`config.mk`:
```
export PLATFORM = sky130hd
export DESIGN_NAME = mailbox_word_to_byte_fifo_top
export DESIGN_NICKNAME = d
export VERILOG_FILES = /design/src/hw/rtl/mwbf_pkg.sv /design/src/hw/rtl/mwbf_ctrl.sv /design/src/hw/rtl/mwbf_dp.sv /design/src/hw/rtl/mailbox_word_to_byte_fifo_top.sv
export SDC_FILE = /design/constraint.sdc
export NUM_CORES = 1
export LEC_CHECK = 0
export BUFFER_PORTS_ARGS = -buffer_cell sky130_fd_sc_hd__clkbuf_2
export CORE_ASPECT_RATIO = 0.75
export CORE_MARGIN = 2
export CORE_UTILIZATION = 60
export DETAILED_ROUTE_END_ITERATION = 7
export PLACE_DENSITY = 0.78
export SYNTH_ARGS = -nofsm -noshare
export SYNTH_HDL_FRONTEND = slang
export SYNTH_SLANG_ARGS = --single-unit
```
`constraint.sdc`:
```
create_clock -name clk -period 4.9 [get_ports clk]
set_clock_uncertainty 0.15 [all_clocks]
set_input_delay 0.735 -clock clk [delete_from_list [all_inputs] [get_ports clk]]
set_output_delay 0.735 -clock clk [all_outputs]
set_load 0.01 [all_outputs]
```
`src/hw/rtl/mwbf_pkg.sv`:
```
// Shared constants, codes and control structs for the mailbox receive FIFO.
`timescale 1ns / 1ps

package mwbf_pkg;

  localparam int FIFO_DEPTH_DEF = 128;

  localparam int WORD_W      = 32;
  localparam int BYTE_W      = 8;
  localparam int LEVEL_W     = 8;
  localparam int STATUS_W    = 2;
  localparam int CNT_LSB     = 24;
  localparam int CNT_W       = 2;
  localparam int SPARE_MIN   = 3;
  localparam int OUT_DATA_W  = 24;

  localparam logic OP_POST = 1'b0;
  localparam logic OP_READ = 1'b1;

  localparam logic [STATUS_W-1:0] STS_ACCEPTED = 2'd0;
  localparam logic [STATUS_W-1:0] STS_BUSY     = 2'd1;
  localparam logic [STATUS_W-1:0] STS_BYTE     = 2'd2;
  localparam logic [STATUS_W-1:0] STS_EMPTY    = 2'd3;

  typedef struct packed {
    logic             load;
    logic             push;
    logic [CNT_W-1:0] sel;
    logic             rd;
    logic             fin;
  } mwbf_cmd_t;

  typedef struct packed {
    logic stalled;
    logic out_free;
  } mwbf_sts_t;

endpackage

```
`src/hw/rtl/mwbf_ctrl.sv`:
```
// Controller state machine: sequences byte pushes, store reads and result hand-off.
`timescale 1ns / 1ps

module mwbf_ctrl (
  input  logic                      clk,
  input  logic                      rst_n,
  input  logic                      in_tvalid,
  output logic                      in_tready,
  input  logic                      in_op,
  input  logic [mwbf_pkg::CNT_W-1:0] in_cnt,
  input  mwbf_pkg::mwbf_sts_t       sts,
  output mwbf_pkg::mwbf_cmd_t       cmd
);
  import mwbf_pkg::*;

  localparam logic [1:0] ST_IDLE = 2'd0;
  localparam logic [1:0] ST_PUSH = 2'd1;
  localparam logic [1:0] ST_READ = 2'd2;
  localparam logic [1:0] ST_FIN  = 2'd3;

  logic [1:0]       state_r, state_nxt;
  logic [CNT_W-1:0] n_r, n_nxt;
  logic [CNT_W-1:0] idx_r, idx_nxt;

  always_comb begin
    state_nxt = state_r;
    n_nxt     = n_r;
    idx_nxt   = idx_r;
    cmd       = '0;
    in_tready = (state_r == ST_IDLE);
    case (state_r)
      ST_IDLE: begin
        if (in_tvalid) begin
          cmd.load = 1'b1;
          n_nxt    = in_cnt;
          idx_nxt  = '0;
          if (in_op == OP_READ) begin
            state_nxt = ST_READ;
          end else if (!sts.stalled && in_cnt != '0) begin
            state_nxt = ST_PUSH;
          end else begin
            state_nxt = ST_FIN;
          end
        end
      end
      ST_PUSH: begin
        cmd.push = 1'b1;
        cmd.sel  = idx_r;
        if (idx_r == n_r - CNT_W'(1)) begin
          state_nxt = ST_FIN;
        end else begin
          idx_nxt = idx_r + CNT_W'(1);
        end
      end
      ST_READ: begin
        cmd.rd    = 1'b1;
        state_nxt = ST_FIN;
      end
      ST_FIN: begin
        if (sts.out_free) begin
          cmd.fin   = 1'b1;
          state_nxt = ST_IDLE;
        end
      end
      default: begin
        state_nxt = ST_IDLE;
      end
    endcase
  end

  always_ff @(posedge clk) begin
    if (!rst_n) begin
      state_r <= ST_IDLE;
      n_r     <= '0;
      idx_r   <= '0;
    end else begin
      state_r <= state_nxt;
      n_r     <= n_nxt;
      idx_r   <= idx_nxt;
    end
  end

  a_cmd_onehot: assert property (@(posedge clk) disable iff (!rst_n)
    $onehot0({cmd.load, cmd.push, cmd.rd, cmd.fin}))
    else $error("controller issued more than one command");

  a_push_bound: assert property (@(posedge clk) disable iff (!rst_n)
    cmd.push |-> (idx_r < n_r || idx_r == n_r - CNT_W'(1)))
    else $error("push index beyond byte count");

  a_read_then_fin: assert property (@(posedge clk) disable iff (!rst_n)
    cmd.rd |=> (state_r == ST_FIN))
    else $error("store read not followed by finish");

endmodule

```
`src/hw/rtl/mwbf_dp.sv`:
```
// Datapath: byte store, pointers, level, stall flag and result register.
`timescale 1ns / 1ps

module mwbf_dp #(
  parameter int DEPTH = mwbf_pkg::FIFO_DEPTH_DEF
) (
  input  logic                          clk,
  input  logic                          rst_n,
  input  mwbf_pkg::mwbf_cmd_t           cmd,
  output mwbf_pkg::mwbf_sts_t           sts,
  input  logic                          in_op,
  input  logic [mwbf_pkg::WORD_W-1:0]   in_word,
  output logic                          out_tvalid,
  input  logic                          out_tready,
  output logic [mwbf_pkg::STATUS_W-1:0] out_status,
  output logic [mwbf_pkg::BYTE_W-1:0]   out_data,
  output logic [mwbf_pkg::LEVEL_W-1:0]  out_level,
  output logic                          out_full
);
  import mwbf_pkg::*;

  localparam int PW = $clog2(DEPTH);
  localparam int CW = $clog2(DEPTH + 1);
  localparam logic [PW-1:0] PTR_LAST  = PW'(DEPTH - 1);
  localparam logic [CW-1:0] STALL_LVL = CW'(DEPTH - SPARE_MIN);
  localparam logic [CW-1:0] DEPTH_CNT = CW'(DEPTH);

  logic [BYTE_W-1:0] mem [DEPTH];

  logic              op_r;
  logic [WORD_W-1:0] word_r;
  logic [BYTE_W-1:0] rdata_r;
  logic [PW-1:0]     rd_ptr_r, rd_ptr_nxt;
  logic [PW-1:0]     wr_ptr_r, wr_ptr_nxt;
  logic [CW-1:0]     count_r, count_nxt;
  logic              stalled_r, stalled_nxt;
  logic              out_valid_r, out_valid_nxt;
  logic [STATUS_W-1:0] status_r, status_nxt;
  logic [BYTE_W-1:0] data_r, data_nxt;
  logic [LEVEL_W-1:0] level_r, level_nxt;
  logic              full_r;

  logic [BYTE_W-1:0] push_byte;
  logic              pop;
  logic [CW-1:0]     cnt_after;

  assign sts.stalled  = stalled_r;
  assign sts.out_free = !out_valid_r || out_tready;

  always_comb begin
    case (cmd.sel)
      2'd0:    push_byte = word_r[7:0];
      2'd1:    push_byte = word_r[15:8];
      2'd2:    push_byte = word_r[23:16];
      default: push_byte = '0;
    endcase
  end

  always_comb begin
    rd_ptr_nxt    = rd_ptr_r;
    wr_ptr_nxt    = wr_ptr_r;
    count_nxt     = count_r;
    stalled_nxt   = stalled_r;
    status_nxt    = status_r;
    data_nxt      = data_r;
    level_nxt     = level_r;
    out_valid_nxt = out_valid_r && !out_tready;
    pop           = (op_r == OP_READ) && (count_r != '0);
    cnt_after     = pop ? count_r - CW'(1) : count_r;

    if (cmd.push) begin
      wr_ptr_nxt = (wr_ptr_r == PTR_LAST) ? '0 : wr_ptr_r + PW'(1);
      count_nxt  = count_r + CW'(1);
    end

    if (cmd.fin) begin
      out_valid_nxt = 1'b1;
      data_nxt      = '0;
      count_nxt     = cnt_after;
      level_nxt     = LEVEL_W'(cnt_after);
      if (op_r == OP_POST) begin
        if (stalled_r) begin
          status_nxt = STS_BUSY;
        end else begin
          status_nxt  = STS_ACCEPTED;
          stalled_nxt = (cnt_after >= STALL_LVL);
        end
      end else begin
        if (pop) begin
          status_nxt = STS_BYTE;
          data_nxt   = rdata_r;
          rd_ptr_nxt = (rd_ptr_r == PTR_LAST) ? '0 : rd_ptr_r + PW'(1);
        end else begin
          status_nxt = STS_EMPTY;
        end
        if (stalled_r && cnt_after < STALL_LVL) begin
          stalled_nxt = 1'b0;
        end
      end
    end
  end

  always_ff @(posedge clk) begin
    if (cmd.push) begin
      mem[wr_ptr_r] <= push_byte;
    end
    if (cmd.rd) begin
      rdata_r <= mem[rd_ptr_r];
    end
  end

  always_ff @(posedge clk) begin
    if (cmd.load) begin
      op_r   <= in_op;
      word_r <= in_word;
    end
    status_r <= status_nxt;
    data_r   <= data_nxt;
    level_r  <= level_nxt;
    if (cmd.fin) begin
      full_r <= stalled_nxt;
    end
  end

  always_ff @(posedge clk) begin
    if (!rst_n) begin
      rd_ptr_r    <= '0;
      wr_ptr_r    <= '0;
      count_r     <= '0;
      stalled_r   <= 1'b0;
      out_valid_r <= 1'b0;
    end else begin
      rd_ptr_r    <= rd_ptr_nxt;
      wr_ptr_r    <= wr_ptr_nxt;
      count_r     <= count_nxt;
      stalled_r   <= stalled_nxt;
      out_valid_r <= out_valid_nxt;
    end
  end

  assign out_tvalid = out_valid_r;
  assign out_status = status_r;
  assign out_data   = data_r;
  assign out_level  = level_r;
  assign out_full   = full_r;

  a_no_overflow: assert property (@(posedge clk) disable iff (!rst_n)
    cmd.push |-> count_r < DEPTH_CNT)
    else $error("push into a full byte store");

  a_stall_level: assert property (@(posedge clk) disable iff (!rst_n)
    stalled_r |-> count_r >= STALL_LVL)
    else $error("stall held with room for a full post");

  a_fin_slot: assert property (@(posedge clk) disable iff (!rst_n)
    cmd.fin |-> (!out_valid_r || out_tready))
    else $error("result overwrote an untaken beat");

endmodule

```
`src/hw/rtl/mailbox_word_to_byte_fifo_top.sv`:
```
// An accepted post of n bytes (n = 0..3) pushes them into the byte store in order,
// one byte per cycle through its single write port, then hands off its result beat;
// a read reads the store, then hands off; a refused post goes straight to the hand-off.
// A new word is taken only in idle, once the result of the last one has been registered.
// Reset (rst_n low, synchronous) empties the FIFO, clears the stall and the
// output beat; the byte store itself is not cleared.
`timescale 1ns / 1ps

module mailbox_word_to_byte_fifo_top #(
  parameter int FIFO_DEPTH = mwbf_pkg::FIFO_DEPTH_DEF
) (
  input  logic                            clk,
  input  logic                            rst_n,
  input  logic                            in_tvalid,
  output logic                            in_tready,
  input  logic [mwbf_pkg::WORD_W-1:0]     in_tdata,   // [31:0] mail_word
  input  logic                            in_tuser,   // [0] operation
  output logic                            out_tvalid,
  input  logic                            out_tready,
  output logic [mwbf_pkg::OUT_DATA_W-1:0] out_tdata,  // [7:0] data_byte, [15:8] fifo_level,
                                                      // [16] mailbox_full, [23:17] zero
  output logic [mwbf_pkg::STATUS_W-1:0]   out_tuser   // [1:0] status
);
  import mwbf_pkg::*;

  mwbf_cmd_t          cmd;
  mwbf_sts_t          sts;
  logic [BYTE_W-1:0]  data_byte;
  logic [LEVEL_W-1:0] fifo_level;
  logic               mailbox_full;

  mwbf_ctrl u_ctrl (
    .clk       (clk),
    .rst_n     (rst_n),
    .in_tvalid (in_tvalid),
    .in_tready (in_tready),
    .in_op     (in_tuser),
    .in_cnt    (in_tdata[CNT_LSB +: CNT_W]),
    .sts       (sts),
    .cmd       (cmd)
  );

  mwbf_dp #(
    .DEPTH (FIFO_DEPTH)
  ) u_dp (
    .clk        (clk),
    .rst_n      (rst_n),
    .cmd        (cmd),
    .sts        (sts),
    .in_op      (in_tuser),
    .in_word    (in_tdata),
    .out_tvalid (out_tvalid),
    .out_tready (out_tready),
    .out_status (out_tuser),
    .out_data   (data_byte),
    .out_level  (fifo_level),
    .out_full   (mailbox_full)
  );

  assign out_tdata = {7'd0, mailbox_full, fifo_level, data_byte};

endmodule

```
==> Flow_metrics.wiki <==
{| class="wikitable"
! Metric !! Value
|-
| Run status || complete, no violations
|-
| Number of flops mapped to enable cells by yosys || 1,076
|-
| Flops & latches, synth || 1,106
|-
| Initial core utilization || 60.7%
|-
| Clock root cell || clkbuf_16
|-
| Post-synthesis cell area || 43,600 sq um
|-
| P_leak || 14.7 nW
|-
| Delay-heaviest family, CP || simple AND/OR/NAND/NOR gates
|-
| HPWL reported at the end of detailed placement || 61,500 microns
|-
| DRC violation total after the first TritonRoute iteration || 3,474
|-
| Number of post-CTS setup repair buffers || 0
|-
| Placement Rows || 85
|-
| Final core utilization || 67.1%
|-
| Peak ir drop on the vdd network || 306 uV
|-
| DRT Wirelength || 103,000 microns
|-
| Post-detailed-route count of antenna-violating nets || 0
|-
| Cell count after synthesis || 2,271
|-
| Least-Margin Pin Slew || 1020 ps
|-
| Startpoint of the most critical hold path || in_tdata[5]
|-
| Sequential share of the synthesized area || 75.5%
|-
| 1st-pass router iterations || 6
|-
| Number of standard cells in the final layout excluding fillers || 3,397
|-
| Total count of max-transition violations in the final report || 0
|-
| Launch point of the worst reg-to-reg path || u_ctrl.state_r[1]
|-
| Synth warn || 0
|-
| Global route overflow || 0
|-
| X dimension of the die || 315 microns
|-
| Per-cell via count in the routed design || 6.74
|-
| Number of cells in the design after placement || 3,218
|-
| Period minus WS final || 3700 ps
|-
| Placement-stage cell area || 45,000 sq um
|-
| # setup viols final || 0
|-
| Final hold viol count || 0
|-
| Die area || 74,800 sq um
|-
| Startpoint of the worst setup timing path || u_ctrl.state_r[1]
|-
| Post-Route Setup TNS || 0 ps
|-
| Asr flop ratio synth || 0%
|-
| Final Instance Area || 48,200 sq um
|-
| Pin count of the biggest net entering global routing || 129
|-
| Timing-limited maximum frequency || 270 MHz
|-
| CTS buffer count || 97
|-
| Unique masters post-synth || 59
|-
| Area delta synth->final || 10.6%
|-
| Met3 Wirelength || 12,700 microns
|-
| H-tree level count || 3
|-
| Required time worst endpoint || 5040 ps
|-
| Sink Count || 1,106
|-
| Die outline height || 237 microns
|-
| Post-detailed-route wirelength per cell || 30.2 microns
|-
| Crit path kind || flop to flop
|-
| Placeable Area || 71,800 sq um
|-
| Via count of the first global-routing pass || 22.5k
|-
| Kind of capture point of the worst setup path || flop
|-
| CTS tree || built
|-
| Top routing layer in use || met4
|-
| Worst slack at placement || 1270 ps
|-
| Final routed DRC violation total || 0
|-
| Primary flip-flop cell chosen by synthesis mapping || edfxtp_1
|-
| Startpoint Class || flop
|-
| Ant. Diodes || 0
|-
| Number of nets in the final layout || 2,406
|-
| Class of the tightest hold or removal check || input port to flop
|-
| Initial antenna violation count || 0
|-
| Worst path max stage delay || 770 ps
|-
| Overall track demand over capacity in global routing || 27.8%
|-
| Depth of the most critical reg-to-reg path || 6
|-
| Number of I/O pins || 65
|-
| Max-cap violations || 0
|-
| Fraction of final layout cells with drive strength greater than 1 || 20.3%
|-
| RSZ-0062 raised after global routing || false
|-
| Post-route setup slack || 1200 ps
|-
| Clk buf depth || 3
|-
| Cell-by-cell listing of the critical path || inv_1 > ha_1 > nor2b_1 > nand3_1 > buf_4 > nor2_1
|-
| Post-cts gate resize count || 0
|-
| Total length of routed met2 wires || 46,300 microns
|-
| Routed length on met1 || 41,100 microns
|-
| Global-route wire length before repair || 151,000 microns
|-
| Slowest cell on crit path || nand3_1
|-
| Power density relative to cell area || 435 nW/um^2
|-
| Number of cells on the worst hold path || 1
|-
| Arrival @ worst endpoint || 3840 ps
|-
| Count of input and output buffers || 51
|-
| Final Cycle Share || 75.6%
|-
| Clk Latency, worst-skew pair || 680 ps
|-
| CP Depth || 6
|-
| Worst slew slack as a fraction of its limit || 30.0%
|-
| Highest fanout seen on the critical path || 12
|-
| Routability congestion estimate from global placement || 0.891
|-
| Clock slew at reported path FFs || 60 ps
|-
| CTS hold repair buffers || 0
|-
| Overall via count from detail_route || 22.9k
|-
| Average footprint of a synthesized cell || 19.2 sq um
|-
| Count of buffer and inverter cells on the critical path || 2
|}
## sequential cells by signal, indices dropped and copies added, names as in the netlist
name,count
u_dp.out_level,8
u_ctrl.idx_r,2
u_dp.count_r,8
u_dp.rdata_r,8
u_dp.word_r,24
u_dp.stalled_r,1
u_dp.out_data,8
u_dp.out_status,2
u_ctrl.n_r,2
u_dp.rd_ptr_r,7
u_ctrl.state_r,2
u_dp.out_tvalid,1
u_dp.op_r,1
u_dp.mem,1024
u_dp.wr_ptr_r,7
u_dp.out_full,1
## cell families (layout without fill, tap and decap cells)
kind of cell	count (synthesis)	count (layout)	share of synthesized area [%]
DFF	1106	1106	75.5
xor gates and xnor gates	21	21	0.422
buffers and inverters	152	315	1.98
adders and majority gates	9	9	0.258
other	1	7	0.00860
muxes	361	361	13.9
and+or+nand+nor	385	385	3.97
AOI/OAI and AO/OA	236	236	3.92
## worst reg2reg max path, stage by stage, from the launching register on
cell     delay [ps]
dfxtp_1         350
inv_1           100
ha_1            500
nor2b_1         320
nand3_1         770
buf_4           470
nor2_1          680
## power breakdown
part | internal [mW] | switching, mW
combinational | 0.474 | 1.44
sequential | 11.2 | 0.130
clock | 4.34 | 3.35
total | 16.1 | 4.92
## metal layers
metal,up-vias,GRT usage (%)
met5,-,0
met4,0,7.11
met3,188,6.93
met2,1563,40.8
met1,11800,42.6
li1,9395,-
## worst paths after layout
path | end | slack (ps)
setup / recovery | u_dp.mem[22][0] | 1200
setup reg to reg | u_dp.mem[22][0] | 1200
hold reg to reg | u_ctrl.n_r[1] | 350
hold / removal | u_dp.word_r[5] | 110
## synthesized netlist by cell type, types with 4 or more instances
cell	count	area, sq um
o21ai_0	22	110
a31oi_1	8	50.1
inv_1	12	45.0
nor3_1	32	160
mux4_2	195	4390
nor2_1	176	661
a22oi_1	30	225
dfxtp_1	30	601
nand3_1	37	185
mux2_2	12	135
o31ai_1	4	30.0
o22ai_1	34	213
xnor2_1	10	87.6
a21oi_1	34	170
and2_1	4	25.0
o221ai_1	7	61.3
edfxtp_1	1076	32300
buf_2	46	230
a2111oi_0	6	52.6
nor3b_1	4	30.0
nor4_1	4	25.0
and3_1	11	68.8
clkbuf_1	52	195
buf_6	18	203
ha_1	9	113
nor2b_1	17	106
or3_1	4	25.0
o32a_1	4	40.0
a221oi_1	7	61.3
nand4_1	12	75.1
a211oi_1	23	173
nand2_1	68	255
mux2i_1	154	1540
buf_4	18	135
o211ai_1	9	67.6
xor2_1	11	96.3
a22o_1	25	219
a2111oi_2	7	105
nand2b_1	9	56.3
## cell usage in the layout (no fill, tap or decap), types with 22 or more instances in the layout
| master | count |
|---|---|
| a211oi_1 | 23 |
| a21oi_1 | 34 |
| a22oi_1 | 30 |
| buf_4 | 61 |
| clkbuf_1 | 24 |
| clkbuf_16 | 100 |
| clkbuf_2 | 51 |
| dfxtp_1 | 27 |
| edfxtp_1 | 1076 |
| mux2i_1 | 154 |
| mux4_2 | 195 |
| nand2_1 | 68 |
| nand3_1 | 37 |
| nor2_1 | 175 |
| nor3_1 | 32 |
| o21ai_0 | 22 |
| o22ai_1 | 34 |
## through the flow
stage                     hold slack [ps]  total power, mW
after global placement                326             13.3
after CTS                            83.0             21.0
after floorplan                       274             12.6
after global routing                 92.7             21.5
after detailed placement              331             13.4
final                                 109             21.0
## final cells by class
type                       count  area (sq um)
clock buffer                 135          2740
clock inverter                44           455
fill                        4449         23600
inverter                      14          52.6
multi-input combinational   1019          9910
sequential                  1106         32900
tap                          957          1200
timing repair buffer         122           913
Note: power is estimated with default switching activity, not from simulation.
